## config.mk

```make
export PLATFORM = sky130hd
export DESIGN_NAME = audio_compressor_gain_envelope_top
export DESIGN_NICKNAME = d
export VERILOG_FILES = /design/src/hdl/acg_pkg.sv /design/src/hdl/acg_cfg_regs.sv /design/src/hdl/acg_envelope.sv /design/src/hdl/acg_gain_apply.sv /design/src/hdl/audio_compressor_gain_envelope_top.sv
export SDC_FILE = /design/constraint.sdc
export NUM_CORES = 1
export LEC_CHECK = 0
export BUFFER_PORTS_ARGS = -buffer_cell sky130_fd_sc_hd__buf_4
export CAP_MARGIN = 25
export CORE_MARGIN = 3
export CORE_UTILIZATION = 53
export CTS_CLUSTER_SIZE = 24
export DETAILED_ROUTE_END_ITERATION = 16
export PLACE_DENSITY = 0.76
export SETUP_SLACK_MARGIN = 0.15
export SYNTH_ARGS = -nofsm -noshare
export SYNTH_HDL_FRONTEND = slang
export SYNTH_SLANG_ARGS = --single-unit
export TNS_END_PERCENT = 5
```

## constraint.sdc

```tcl
create_clock -name clk -period 12.6 [get_ports clk]
set_clock_uncertainty 0.15 [all_clocks]
set_input_delay 1.26 -clock clk [delete_from_list [all_inputs] [get_ports clk]]
set_output_delay 1.26 -clock clk [all_outputs]
set_load 0.02 [all_outputs]
```

## src/hdl/acg_pkg.sv

```systemverilog
`default_nettype none

package acg_pkg;

    // Fixed register widths
    localparam int unsigned THR_W       = 15;
    localparam int unsigned GAIN_REG_W  = 25;
    localparam int unsigned LEN_W       = 16;
    localparam int unsigned CFG_INDEX_W = 3;
    localparam int unsigned CFG_DATA_W  = 25;

    // Register indexes on the configuration channel
    localparam logic [CFG_INDEX_W-1:0] REG_LEVEL_THRESHOLD = 3'd0;
    localparam logic [CFG_INDEX_W-1:0] REG_REDUCED_GAIN    = 3'd1;
    localparam logic [CFG_INDEX_W-1:0] REG_ATTACK_SAMPLES  = 3'd2;
    localparam logic [CFG_INDEX_W-1:0] REG_RELEASE_SAMPLES = 3'd3;
    localparam logic [CFG_INDEX_W-1:0] REG_HOLD_SAMPLES    = 3'd4;
    localparam logic [CFG_INDEX_W-1:0] REG_ATTACK_STEP     = 3'd5;
    localparam logic [CFG_INDEX_W-1:0] REG_RELEASE_STEP    = 3'd6;

    // Reset values
    localparam logic [THR_W-1:0]      RST_LEVEL_THRESHOLD = 15'd3000;
    localparam logic [GAIN_REG_W-1:0] RST_REDUCED_GAIN    = 25'd3355443;
    localparam logic [LEN_W-1:0]      RST_ATTACK_SAMPLES  = 16'd1440;
    localparam logic [LEN_W-1:0]      RST_RELEASE_SAMPLES = 16'd960;
    localparam logic [LEN_W-1:0]      RST_HOLD_SAMPLES    = 16'd480;
    localparam logic [GAIN_REG_W-1:0] RST_ATTACK_STEP     = 25'd9320;
    localparam logic [GAIN_REG_W-1:0] RST_RELEASE_STEP    = 25'd13981;

    typedef enum logic [1:0] {
        MODE_IDLE    = 2'd0,
        MODE_ATTACK  = 2'd1,
        MODE_HOLD    = 2'd2,
        MODE_RELEASE = 2'd3
    } mode_t;

    typedef struct packed {
        logic [THR_W-1:0]      level_threshold;
        logic [GAIN_REG_W-1:0] reduced_gain;
        logic [LEN_W-1:0]      attack_samples;
        logic [LEN_W-1:0]      release_samples;
        logic [LEN_W-1:0]      hold_samples;
        logic [GAIN_REG_W-1:0] attack_step;
        logic [GAIN_REG_W-1:0] release_step;
    } cfg_regs_t;

endpackage

`default_nettype wire

```

## src/hdl/acg_cfg_regs.sv

```systemverilog
`default_nettype none

module acg_cfg_regs (
    input  wire logic                              clk,
    input  wire logic                              rst_n,
    input  wire logic                              cfg_valid,
    output logic                                   cfg_ready,
    input  wire logic [acg_pkg::CFG_INDEX_W-1:0]   cfg_index,
    input  wire logic [acg_pkg::CFG_DATA_W-1:0]    cfg_data,
    output acg_pkg::cfg_regs_t                     regs
);

    acg_pkg::cfg_regs_t regs_reg;
    acg_pkg::cfg_regs_t regs_next;

    assign cfg_ready = 1'b1;
    assign regs      = regs_reg;

    always_comb
    begin
        regs_next = regs_reg;
        if (cfg_valid)
        begin
            case (cfg_index)
                acg_pkg::REG_LEVEL_THRESHOLD:
                    regs_next.level_threshold = cfg_data[acg_pkg::THR_W-1:0];
                acg_pkg::REG_REDUCED_GAIN:
                    regs_next.reduced_gain = cfg_data[acg_pkg::GAIN_REG_W-1:0];
                acg_pkg::REG_ATTACK_SAMPLES:
                    regs_next.attack_samples = cfg_data[acg_pkg::LEN_W-1:0];
                acg_pkg::REG_RELEASE_SAMPLES:
                    regs_next.release_samples = cfg_data[acg_pkg::LEN_W-1:0];
                acg_pkg::REG_HOLD_SAMPLES:
                    regs_next.hold_samples = cfg_data[acg_pkg::LEN_W-1:0];
                acg_pkg::REG_ATTACK_STEP:
                    regs_next.attack_step = cfg_data[acg_pkg::GAIN_REG_W-1:0];
                acg_pkg::REG_RELEASE_STEP:
                    regs_next.release_step = cfg_data[acg_pkg::GAIN_REG_W-1:0];
                default:
                    regs_next = regs_reg;
            endcase
        end
    end

    always_ff @(posedge clk or negedge rst_n)
    begin
        if (!rst_n)
        begin
            regs_reg.level_threshold <= acg_pkg::RST_LEVEL_THRESHOLD;
            regs_reg.reduced_gain    <= acg_pkg::RST_REDUCED_GAIN;
            regs_reg.attack_samples  <= acg_pkg::RST_ATTACK_SAMPLES;
            regs_reg.release_samples <= acg_pkg::RST_RELEASE_SAMPLES;
            regs_reg.hold_samples    <= acg_pkg::RST_HOLD_SAMPLES;
            regs_reg.attack_step     <= acg_pkg::RST_ATTACK_STEP;
            regs_reg.release_step    <= acg_pkg::RST_RELEASE_STEP;
        end
        else
        begin
            regs_reg <= regs_next;
        end
    end

endmodule

`default_nettype wire

```

## src/hdl/acg_envelope.sv

```systemverilog
`default_nettype none

module acg_envelope #(
    parameter int unsigned SAMPLE_BITS    = 16,
    parameter int unsigned GAIN_FRAC_BITS = 24,
    parameter int unsigned COUNT_BITS     = 16
) (
    input  wire logic                          clk,
    input  wire logic                          rst_n,
    input  wire acg_pkg::cfg_regs_t            regs,
    input  wire logic                          load,
    input  wire logic [SAMPLE_BITS-1:0]        sample,
    output logic [SAMPLE_BITS-1:0]             item_mag,
    output logic                               item_neg,
    output logic [GAIN_FRAC_BITS:0]            item_gain,
    output logic                               item_idle
);

    localparam int unsigned GW  = GAIN_FRAC_BITS + 1;
    localparam int unsigned EW  = (GW > acg_pkg::GAIN_REG_W ? GW : acg_pkg::GAIN_REG_W) + 1;
    localparam int unsigned TW  = SAMPLE_BITS > acg_pkg::THR_W ? SAMPLE_BITS : acg_pkg::THR_W;
    localparam int unsigned LXW = COUNT_BITS > acg_pkg::LEN_W ? COUNT_BITS : acg_pkg::LEN_W;

    acg_pkg::mode_t          mode_reg, mode_next;
    logic [COUNT_BITS-1:0]   cnt_reg, cnt_next;
    logic [GW-1:0]           gain_reg, gain_next;

    logic [SAMPLE_BITS-1:0]  mag_reg;
    logic                    neg_reg;
    logic [GW-1:0]           item_gain_reg;
    logic                    idle_reg;

    logic                    neg;
    logic [SAMPLE_BITS-1:0]  mag;
    logic                    loud;
    logic                    quiet;
    logic [EW-1:0]           one_x;
    logic [EW-1:0]           gain_x;
    logic [EW-1:0]           rg_x;
    logic [EW-1:0]           floor_x;
    logic [EW-1:0]           atk_x;
    logic [EW-1:0]           rel_x;
    logic [EW-1:0]           sum_x;
    logic [LXW-1:0]          atk_len_x;
    logic [LXW-1:0]          rel_len_x;
    logic [LXW-1:0]          hold_len_x;
    logic [COUNT_BITS-1:0]   atk_len;
    logic [COUNT_BITS-1:0]   rel_len;
    logic [COUNT_BITS-1:0]   hold_len;

    // Magnitude of the most negative code wraps to 2^(SAMPLE_BITS-1), which fits unsigned
    assign neg   = sample[SAMPLE_BITS-1];
    assign mag   = neg ? (~sample + 1'b1) : sample;
    assign loud  = TW'(mag) > TW'(regs.level_threshold);
    assign quiet = TW'(mag) < TW'(regs.level_threshold);

    assign one_x   = EW'(1) << GAIN_FRAC_BITS;
    assign gain_x  = EW'(gain_reg);
    assign rg_x    = EW'(regs.reduced_gain);
    assign floor_x = (rg_x > one_x) ? one_x : rg_x;
    assign atk_x   = EW'(regs.attack_step);
    assign rel_x   = EW'(regs.release_step);
    assign sum_x   = gain_x + rel_x;

    assign atk_len_x  = LXW'(regs.attack_samples);
    assign rel_len_x  = LXW'(regs.release_samples);
    assign hold_len_x = LXW'(regs.hold_samples);
    assign atk_len    = atk_len_x[COUNT_BITS-1:0];
    assign rel_len    = rel_len_x[COUNT_BITS-1:0];
    assign hold_len   = hold_len_x[COUNT_BITS-1:0];

    always_comb
    begin
        mode_next = mode_reg;
        cnt_next  = cnt_reg;
        gain_next = gain_reg;

        // Trigger rules act first, then the mode step
        if (loud)
        begin
            if (gain_x >= floor_x &&
                (mode_reg == acg_pkg::MODE_IDLE || mode_reg == acg_pkg::MODE_RELEASE))
            begin
                mode_next = acg_pkg::MODE_ATTACK;
                cnt_next  = atk_len;
            end
            if (mode_reg == acg_pkg::MODE_HOLD)
            begin
                cnt_next = hold_len;
            end
        end
        if (quiet && cnt_reg == '0 && mode_reg == acg_pkg::MODE_HOLD)
        begin
            mode_next = acg_pkg::MODE_RELEASE;
            cnt_next  = rel_len;
        end

        case (mode_next)
            acg_pkg::MODE_ATTACK:
            begin
                if (cnt_next != '0 && gain_x > floor_x)
                begin
                    gain_next = (atk_x >= gain_x) ? '0 : GW'(gain_x - atk_x);
                    cnt_next  = cnt_next - 1'b1;
                end
                else
                begin
                    mode_next = acg_pkg::MODE_HOLD;
                    cnt_next  = hold_len;
                end
            end
            acg_pkg::MODE_HOLD:
            begin
                if (cnt_next != '0)
                begin
                    cnt_next = cnt_next - 1'b1;
                end
                else
                begin
                    mode_next = acg_pkg::MODE_RELEASE;
                    cnt_next  = rel_len;
                end
            end
            acg_pkg::MODE_RELEASE:
            begin
                if (cnt_next != '0 && gain_x < one_x)
                begin
                    cnt_next  = cnt_next - 1'b1;
                    gain_next = (sum_x > one_x) ? GW'(one_x) : GW'(sum_x);
                end
                else
                begin
                    mode_next = acg_pkg::MODE_IDLE;
                end
            end
            default:
            begin
                gain_next = GW'(one_x);
            end
        endcase
    end

    always_ff @(posedge clk or negedge rst_n)
    begin
        if (!rst_n)
        begin
            mode_reg <= acg_pkg::MODE_IDLE;
            cnt_reg  <= '0;
            gain_reg <= GW'(one_x);
        end
        else if (load)
        begin
            mode_reg <= mode_next;
            cnt_reg  <= cnt_next;
            gain_reg <= gain_next;
        end
    end

    always_ff @(posedge clk)
    begin
        if (load)
        begin
            mag_reg       <= mag;
            neg_reg       <= neg;
            item_gain_reg <= gain_next;
            idle_reg      <= (mode_next == acg_pkg::MODE_IDLE);
        end
    end

    assign item_mag  = mag_reg;
    assign item_neg  = neg_reg;
    assign item_gain = item_gain_reg;
    assign item_idle = idle_reg;

    assert property (@(posedge clk) disable iff (!rst_n)
        gain_reg <= GW'(one_x))
        else $error("gain above unity");

    assert property (@(posedge clk) disable iff (!rst_n)
        load && mode_reg == acg_pkg::MODE_IDLE && !loud |=> mode_reg == acg_pkg::MODE_IDLE)
        else $error("left idle without a loud sample");

    assert property (@(posedge clk) disable iff (!rst_n)
        load && mode_reg == acg_pkg::MODE_IDLE && !loud |=> gain_reg == GW'(one_x))
        else $error("idle step did not restore unity gain");

    assert property (@(posedge clk) disable iff (!rst_n)
        load |=> item_idle == (mode_reg == acg_pkg::MODE_IDLE))
        else $error("idle flag disagrees with mode");

endmodule

`default_nettype wire

```

## src/hdl/acg_gain_apply.sv

```systemverilog
`default_nettype none

module acg_gain_apply #(
    parameter int unsigned SAMPLE_BITS    = 16,
    parameter int unsigned GAIN_FRAC_BITS = 24
) (
    input  wire logic                      clk,
    input  wire logic                      load,
    input  wire logic [SAMPLE_BITS-1:0]    mag,
    input  wire logic                      neg,
    input  wire logic [GAIN_FRAC_BITS:0]   gain,
    input  wire logic                      idle,
    output logic [SAMPLE_BITS-1:0]         sample_out,
    output logic                           is_idle
);

    localparam int unsigned GW = GAIN_FRAC_BITS + 1;
    localparam int unsigned PW = SAMPLE_BITS + GW;
    localparam int unsigned QW = PW - GAIN_FRAC_BITS;

    logic [PW-1:0]          prod;
    logic [PW-1:0]          rnd;
    logic [QW-1:0]          q;
    logic [QW-1:0]          limit;
    logic [QW-1:0]          q_sat;
    logic [SAMPLE_BITS-1:0] result;

    logic [SAMPLE_BITS-1:0] sample_out_reg;
    logic                   is_idle_reg;

    // Round half away from zero: rounding is done on the magnitude
    assign prod   = PW'(mag) * PW'(gain);
    assign rnd    = prod + (PW'(1) << (GAIN_FRAC_BITS - 1));
    assign q      = rnd[PW-1:GAIN_FRAC_BITS];
    assign limit  = neg ? (QW'(1) << (SAMPLE_BITS - 1))
                        : ((QW'(1) << (SAMPLE_BITS - 1)) - 1'b1);
    assign q_sat  = (q > limit) ? limit : q;
    assign result = neg ? (~q_sat[SAMPLE_BITS-1:0] + 1'b1) : q_sat[SAMPLE_BITS-1:0];

    always_ff @(posedge clk)
    begin
        if (load)
        begin
            sample_out_reg <= result;
            is_idle_reg    <= idle;
        end
    end

    assign sample_out = sample_out_reg;
    assign is_idle    = is_idle_reg;

    assert property (@(posedge clk)
        load && !neg |=> !sample_out_reg[SAMPLE_BITS-1])
        else $error("positive input gave negative output");

    assert property (@(posedge clk)
        load && mag == '0 |=> sample_out_reg == '0)
        else $error("zero input gave nonzero output");

    assert property (@(posedge clk)
        load && gain == '0 |=> sample_out_reg == '0)
        else $error("zero gain gave nonzero output");

endmodule

`default_nettype wire

```

## src/hdl/audio_compressor_gain_envelope_top.sv

```systemverilog
// Compressor gain envelope: each input sample updates an idle/attack/hold/release
// mode, a down-counter and a Q1.GAIN_FRAC_BITS gain, and the block returns the sample
// times the updated gain (rounded half away from zero, saturated) with an idle flag in
// tuser. One sample is taken every clock cycle unless m_axis_tready back-pressure fills both
// stages. The rate is set by the envelope state update, whose result is registered in a first
// stage; the multiply, round and saturate follow in a second register stage. Configuration
// writes are always taken (cfg_ready is high) and should be issued while the stream is idle.
`default_nettype none

module audio_compressor_gain_envelope_top #(
    parameter int unsigned SAMPLE_BITS    = 16,
    parameter int unsigned GAIN_FRAC_BITS = 24,
    parameter int unsigned COUNT_BITS     = 16
) (
    input  wire logic                                  clk,
    input  wire logic                                  rst_n,
    input  wire logic                                  s_axis_tvalid,
    output logic                                       s_axis_tready,
    // sample_in
    input  wire logic [((SAMPLE_BITS+7)/8)*8-1:0]      s_axis_tdata,
    output logic                                       m_axis_tvalid,
    input  wire logic                                  m_axis_tready,
    // sample_out
    output logic [((SAMPLE_BITS+7)/8)*8-1:0]           m_axis_tdata,
    // is_idle
    output logic                                       m_axis_tuser,
    input  wire logic                                  cfg_valid,
    output logic                                       cfg_ready,
    input  wire logic [acg_pkg::CFG_INDEX_W-1:0]       cfg_index,
    input  wire logic [acg_pkg::CFG_DATA_W-1:0]        cfg_data
);

    localparam int unsigned DW = ((SAMPLE_BITS + 7) / 8) * 8;

    acg_pkg::cfg_regs_t          regs;
    logic                        s1_valid_reg, s1_valid_next;
    logic                        out_valid_reg, out_valid_next;
    logic                        out_en;
    logic                        s1_ready;
    logic                        accept;
    logic [SAMPLE_BITS-1:0]      s1_mag;
    logic                        s1_neg;
    logic [GAIN_FRAC_BITS:0]     s1_gain;
    logic                        s1_idle;
    logic [SAMPLE_BITS-1:0]      sample_out;
    logic                        is_idle;

    // Each stage moves when the one after it is empty or moving
    assign out_en        = !out_valid_reg || m_axis_tready;
    assign s1_ready      = !s1_valid_reg || out_en;
    assign s_axis_tready = s1_ready;
    assign accept        = s_axis_tvalid && s1_ready;

    always_comb
    begin
        s1_valid_next  = s1_ready ? s_axis_tvalid : s1_valid_reg;
        out_valid_next = out_en ? s1_valid_reg : out_valid_reg;
    end

    always_ff @(posedge clk or negedge rst_n)
    begin
        if (!rst_n)
        begin
            s1_valid_reg  <= 1'b0;
            out_valid_reg <= 1'b0;
        end
        else
        begin
            s1_valid_reg  <= s1_valid_next;
            out_valid_reg <= out_valid_next;
        end
    end

    acg_cfg_regs u_cfg (
        .clk       (clk),
        .rst_n     (rst_n),
        .cfg_valid (cfg_valid),
        .cfg_ready (cfg_ready),
        .cfg_index (cfg_index),
        .cfg_data  (cfg_data),
        .regs      (regs)
    );

    acg_envelope #(
        .SAMPLE_BITS    (SAMPLE_BITS),
        .GAIN_FRAC_BITS (GAIN_FRAC_BITS),
        .COUNT_BITS     (COUNT_BITS)
    ) u_env (
        .clk       (clk),
        .rst_n     (rst_n),
        .regs      (regs),
        .load      (accept),
        .sample    (s_axis_tdata[SAMPLE_BITS-1:0]),
        .item_mag  (s1_mag),
        .item_neg  (s1_neg),
        .item_gain (s1_gain),
        .item_idle (s1_idle)
    );

    acg_gain_apply #(
        .SAMPLE_BITS    (SAMPLE_BITS),
        .GAIN_FRAC_BITS (GAIN_FRAC_BITS)
    ) u_apply (
        .clk        (clk),
        .load       (out_en && s1_valid_reg),
        .mag        (s1_mag),
        .neg        (s1_neg),
        .gain       (s1_gain),
        .idle       (s1_idle),
        .sample_out (sample_out),
        .is_idle    (is_idle)
    );

    assign m_axis_tvalid = out_valid_reg;
    assign m_axis_tdata  = DW'(sample_out);
    assign m_axis_tuser  = is_idle;

    assert property (@(posedge clk) disable iff (!rst_n)
        s1_valid_reg && !out_en |=> s1_valid_reg)
        else $error("stalled item dropped from first stage");

    assert property (@(posedge clk) disable iff (!rst_n)
        m_axis_tvalid && !m_axis_tready |=> m_axis_tvalid && $stable(m_axis_tdata)
            && $stable(m_axis_tuser))
        else $error("stalled output changed");

    assert property (@(posedge clk) disable iff (!rst_n)
        s1_valid_reg && out_en |=> out_valid_reg)
        else $error("item lost between stages");

endmodule

`default_nettype wire
```

=== Word-level counts from Yosys, hierarchy flattened ===
Cells that the tools add are included.
W data, S select, Z words.

* Reduce and logical (&&, ||, !) cells: 24
* $lt $le $gt $ge: 9
* Eq/ne operators: 11
* Bitwise logic cells: 2
* $mul: 1
* Mux-type cells: 25
* Add/sub/neg operators: 6

{| class="wikitable"
|+ Operators with widths
! operator !! number
|-
| $mux W16 || 11
|-
| $mux W25 || 5
|-
| $pmux W25 S3 || 1
|-
| $pmux W16 S3 || 1
|-
| $add A41 B24 Y41 const B || 1
|-
| $mul A16 B25 Y41 || 1
|-
| $add A16 B1 Y16 const B || 2
|-
| $not A16 Y16 || 2
|-
| $add A25 B25 Y26 || 1
|-
| $ge A25 B26 Y1 || 1
|-
| $gt A25 B26 Y1 || 1
|-
| $gt A26 B25 Y1 const B || 1
|-
| $ge A25 B25 Y1 || 1
|-
| $gt A25 B25 Y1 const B || 1
|-
| $lt A25 B25 Y1 const B || 1
|-
| $sub A25 B25 Y25 || 1
|-
| $gt A17 B16 Y1 || 1
|-
| $gt A16 B15 Y1 || 1
|-
| $logic_not A16 Y1 || 1
|-
| $lt A16 B15 Y1 || 1
|-
| $reduce_bool A16 Y1 || 1
|-
| $sub A16 B1 Y16 const B || 1
|-
| $reduce_and A2 Y1 || 7
|-
| $mux W2 || 6
|-
| 11 further kinds || 27
|}

* Register bits: 243
* Input bits: 49
* Output and inout bits: 20

=== Logic depth before layout (Yosys ltp) ===
* Depth after elaboration: 13
* Gate-level depth with buffers: 45
* Depth with buffers taken out: 42

=== By module ===
From an unflattened synthesis, not the netlist that was laid out.

* Cells, all modules: 3160
* Area, all modules: 29688.5 um^2

{| class="wikitable"
|+ By module, submodules not included
! module !! times used !! area an instance (um^2) !! seq. area each (um^2) !! cells an instance
|-
| acg_gain_apply || 1 || 14513.9 || 510.5 || 1679
|-
| acg_envelope || 1 || 9530.4 || 2368.5 || 1171
|-
| acg_cfg_regs || 1 || 5540.3 || 3509.6 || 302
|-
| audio_compressor_gain_envelope_top || 1 || 103.8 || 50.0 || 8
|}

=== Worst setup path before layout ===
No wires, ideal clock.

* Path kind: flip-flop to flip-flop
* Start point: reg u_env.item_gain_reg[7], in the netlist u_env.item_gain[7]
* End point: reg u_apply.sample_out_reg[8], in the netlist u_apply.sample_out[8] (data pin)
* Slack: 3308 ps
* Period minus slack after synthesis: 9292 ps
* Required time: 12176 ps
* Setup time: 274 ps
* Arrival: 8868 ps
* Stages on the path, launching flop included: 39
* Cell sequence: edfxtp_1 -> clkbuf_1 -> and2_1 -> fa_1 -> inv_1 -> fa_1 -> fa_1 -> inv_1 -> fa_1 -> fa_1 -> inv_1 -> fa_1 -> inv_1 -> ha_1 -> and3_1 -> a221o_1 -> a31oi_1 -> o21ai_1 -> [3 not listed] -> xnor2_1 -> ha_1 -> a21o_1 -> a21oi_1 -> nor2b_1 -> o21ai_0 -> nand2_1 -> a21oi_1 -> a21o_1 -> and2_1 -> clkbuf_1 -> nand2_1 -> and2_1 -> inv_1 -> ha_1 -> clkbuf_1 -> mux2i_1 -> a31oi_1

* Longest elaborated chain between the ends: 7

{| class="wikitable"
|+ Ends and longest elaborated chain
! what !! line !! source
|-
| from (decl) || acg_envelope.sv:30 || <nowiki>logic [GW-1:0] item_gain_reg;</nowiki>
|-
| from (signal assigned) || acg_envelope.sv:165 || <nowiki>item_gain_reg <= gain_next;</nowiki>
|-
| $mul A16 B25 Y41 * || acg_gain_apply.sv:32 || <nowiki>assign prod = PW'(mag) * PW'(gain);</nowiki>
|-
| $add A41 B24 Y41 * || acg_gain_apply.sv:33 || <nowiki>assign rnd = prod + (PW'(1) << (GAIN_FRAC_BITS - 1));</nowiki>
|-
| $gt A17 B16 Y1 || acg_gain_apply.sv:37 || <nowiki>assign q_sat = (q > limit) ? limit : q;</nowiki>
|-
| $mux W16 * || acg_gain_apply.sv:37 ||
|-
| named net u_apply.q_sat[0] || acg_gain_apply.sv:25 || <nowiki>logic [QW-1:0] q_sat;</nowiki>
|-
| $not A16 Y16 * || acg_gain_apply.sv:38 || <nowiki>assign result = neg ? (~q_sat[SAMPLE_BITS-1:0] + 1'b1) : q_sat[SAMPLE_BITS-1:0];</nowiki>
|-
| $add A16 B1 Y16 * || acg_gain_apply.sv:38 ||
|-
| $mux W16 * || acg_gain_apply.sv:38 ||
|-
| named net u_apply.result[8] || acg_gain_apply.sv:26 || <nowiki>logic [SAMPLE_BITS-1:0] result;</nowiki>
|-
| to (signal assigned) || acg_gain_apply.sv:44 || <nowiki>sample_out_reg <= result;</nowiki>
|-
| to (decl) || acg_gain_apply.sv:28 || <nowiki>logic [SAMPLE_BITS-1:0] sample_out_reg;</nowiki>
|}

Mark *: on every way through the listed nets, which the timed path passes. The rest lies on a longest branch.
A chain may end at the register's enable or synchronous reset.

=== Worst setup path in the final report ===
* Start point: reg u_env.mag_reg[2], in the netlist u_env.item_mag[2]
* End point: reg u_apply.sample_out_reg[14], in the netlist u_apply.sample_out[14] (data pin)

* Longest elaborated chain between the ends: 7

{| class="wikitable"
|+ Ends and longest elaborated chain
! what !! line !! source
|-
| from (decl) || acg_envelope.sv:28 || <nowiki>logic [SAMPLE_BITS-1:0] mag_reg;</nowiki>
|-
| from (signal assigned) || acg_envelope.sv:163 || <nowiki>mag_reg <= mag;</nowiki>
|-
| $mul A16 B25 Y41 * || acg_gain_apply.sv:32 ||
|-
| $add A41 B24 Y41 * || acg_gain_apply.sv:33 ||
|-
| $gt A17 B16 Y1 || acg_gain_apply.sv:37 ||
|-
| $mux W16 * || acg_gain_apply.sv:37 ||
|-
| named net u_apply.q_sat[0] || acg_gain_apply.sv:25 ||
|-
| $not A16 Y16 * || acg_gain_apply.sv:38 ||
|-
| $add A16 B1 Y16 * || acg_gain_apply.sv:38 ||
|-
| $mux W16 * || acg_gain_apply.sv:38 ||
|-
| named net u_apply.result[14] || acg_gain_apply.sv:26 ||
|}

Marked as above.

==> results.yml <==
die:
  dieArea_um2: 56200
  io_pins: 69
  die_h_um: 237.1
  initial_core_util_pct: 53.74
  die-width_um: 237.1
  fp.coreArea_um2: 52660
  core.rowCount: 84
timing:
  worst_pin_slew_ps: 1059
  finalWorstSetupSlack_ps: 1211
  min_period_ps: 11390
  timing.fmax_ghz: 0.08780
  hold_violations: 0
  fin_tns_setup_ps: 0
  finalCritPeriodShare_pct: 90.39
  slew_headroom_pct: 29.09
  drv_slew: 0
  rsz0062_at_grt: "no"
  setup_viol: 0
synthesis:
  synth_top_area_share_pct: 22.71
  synth_top_area_cell: "fa_1"
  ys_types: 89
  async_reset_ff_share_pct: 75.31
  ys_warn_count: 0
  ys.flop_type: "dfrtp_1"
  syn_nets: 3667
  syn-instance-count: 3056
  ys_seq_area_share_pct: 22.75
  ys_seq_elements: 243
  synth_area_leaders: "fa_1 23%, dfrtp_1 12%, ha_1 11%"
  avgSynthCellArea_um2: 9.259
  synth_edf_count: 60
  synth_area_um2: 28300
detailed_routing:
  firstDrtPassIters: 6
  num_vias: 22440
  viasPerCell: 5.957
  drc: 0
  routedWlPerCell_um: 20.78
  drtIter0Drc: 2082
  routed_wirelength_mm: 78.24
  ant_nets: 0
setup_path:
  crit_top_cell: "fa_1"
  crit_path_top_delay_cell: "edfxtp_1"
  critPathBufInv: 4
  startpoint_type: "register"
  cp-end-kind: "register"
  cp_max_fo: 25
  r2r_slack_ps: 1210
  required_ps: 12770
  crit_type: "register to register"
  arrival_ps: 11560
  max_stage_delay_ps: 940
  cp_top_family: "adder cells"
clock_network:
  post-cts-setup-buffer-count: 0
  root_buffer: "clkbuf_16"
  cts_tree: "yes"
  htreeDepth: 1
  cts_buffer_depth: 3
  hold_buffers: 0
  cts.clk_slew.worst_paths_ps: 60
  cts_resized: 0
  cts_made_buffers: 28
  worstSkewPairLatency_ps: 570
  numClockSinks: 243
placed_design:
  placed_area_um2: 29370
  post-place-ws_ps: 1319
  dp_hpwl_mm: 60.10
  place_congestion: 0.9912
  numPortBuffers: 67
final_layout:
  fillCellCount: 4504
  fin_util_pct: 57.69
  area_delta_synth_final_pct: 7.358
  drive_gt1_share_pct: 10.85
  diodes: 0
  largest_register_ffs: 138
  design_area_um2: 30380
  final_nets: 3667
hold_path:
  min_path_type: "register to register"
grt:
  grt_pass1_wl_mm: 126.6
  antenna_found_initial: 0
  overflow: 0
  grt_max_degree: 106
  track_usage_pct: 28.06
  first_global_vias: 23490
status:
  status: "finished, final reports clean"
run:
  maxCapViolCount: 0
cell usage in the layout, fill, tap and decap left out, drive strengths merged, types with 11 or more instances in the layout:
cell      n
a211oi   11
a21o     47
a21oi   122
a22oi    36
a31oi    17
and2    192
and3     16
and4     11
buf      93
clkbuf   42
dfrtp   137
dfstp    46
edfxtp   60
fa      321
ha      241
inv     485
mux2    121
nand2   376
nand2b   19
nand3    42
nand4    24
nor2     97
nor2b    13
nor3     41
nor4     26
o21ai   139
o21bai   14
o22ai    17
o31ai    16
or3      11
xnor2    51
xor2     28
area by class of cell:
cell class | count | area, um2 | area share, %
Tap cell | 688 | 860.8 | 2.834
Clock buffer | 42 | 870.8 | 2.867
Clock inverter | 10 | 66.31 | 0.2183
Multi-Input combinational cell | 2206 | 19570 | 64.41
Timing Repair Buffer | 93 | 757.0 | 2.492
Inverter | 484 | 1817 | 5.980
Sequential cell | 243 | 6439 | 21.20
logic make-up after synthesis:
group,count (synthesis),share of synthesized area [%]
fa+ha+maj,562,33.37
compound gates,514,11.74
mux,128,5.063
flops,243,22.75
other cells,1,0.01325
xor+xnor,79,2.445
buf+inv,607,8.207
simple gates,922,16.41
layer usage:
layer	up-vias	track usage [%]	routed length [um]	part of all wire, %
met3	149	3.913	6032	7.7
met5	-	0	0	0
met4	0	9.566	2865	3.7
li1	10150	-	-	-
met1	11200	37.97	32230	41
met2	932	46.58	37110	47
per-stage QoR:
step                cells  hold slack [ps]
floorplan            3056            250.3
global placement     3710            261.1
detailed placement   3711            270.0
CTS                  3763            284.6
global route         3766            316.3
finish               3766            279.1
synth_stat cells, types with 7 or more instances:
master and n:
nand3_1 42, o211ai_1 10, and2_1 192, fa_1 321
nor3_1 41, a21o_1 47, nand4_1 24, o22ai_1 17
mux2i_1 7, o21a_1 8, o31ai_1 16, a22o_1 7
nand3b_1 9, dfrtp_1 137, nor2b_1 13, buf_2 11
xor2_1 28, or3_1 11, nand2_1 375, a22oi_1 36
nor2_1 95, clkbuf_1 107, a21oi_1 121, and3_1 16
ha_1 241, nor4_1 24, o21ai_1 16, xnor2_1 51
and4_1 11, nand2b_1 19, o21ai_0 121, dfstp_2 46
o21bai_1 14, inv_1 481, a221o_1 10, a211oi_1 11
nand4b_1 10, mux2_2 121, or4_1 7, a31oi_1 17
edfxtp_1 60
path summary, 6_finish.rpt:
path	cells past startpoint	to	startpoint
min in group asynchronous	1	u_cfg.regs[63]$_DFFE_PN0P_	rst_n
max in group asynchronous	4	u_cfg.regs[87]$_DFFE_PN1P_	rst_n
setup / recovery	36	u_apply.sample_out[14]$_DFFE_PP_	u_env.item_mag[2]$_DFFE_PP_
setup reg to reg	36	u_apply.sample_out[14]$_DFFE_PP_	u_env.item_mag[2]$_DFFE_PP_
hold / removal	0	u_apply.is_idle$_DFFE_PP_	u_env.item_idle$_DFFE_PP_
hold reg to reg	0	u_apply.is_idle$_DFFE_PP_	u_env.item_idle$_DFFE_PP_
Power is not shown: default switching activity piles up to over one toggle a cycle in this logic, so the estimate is an artifact.
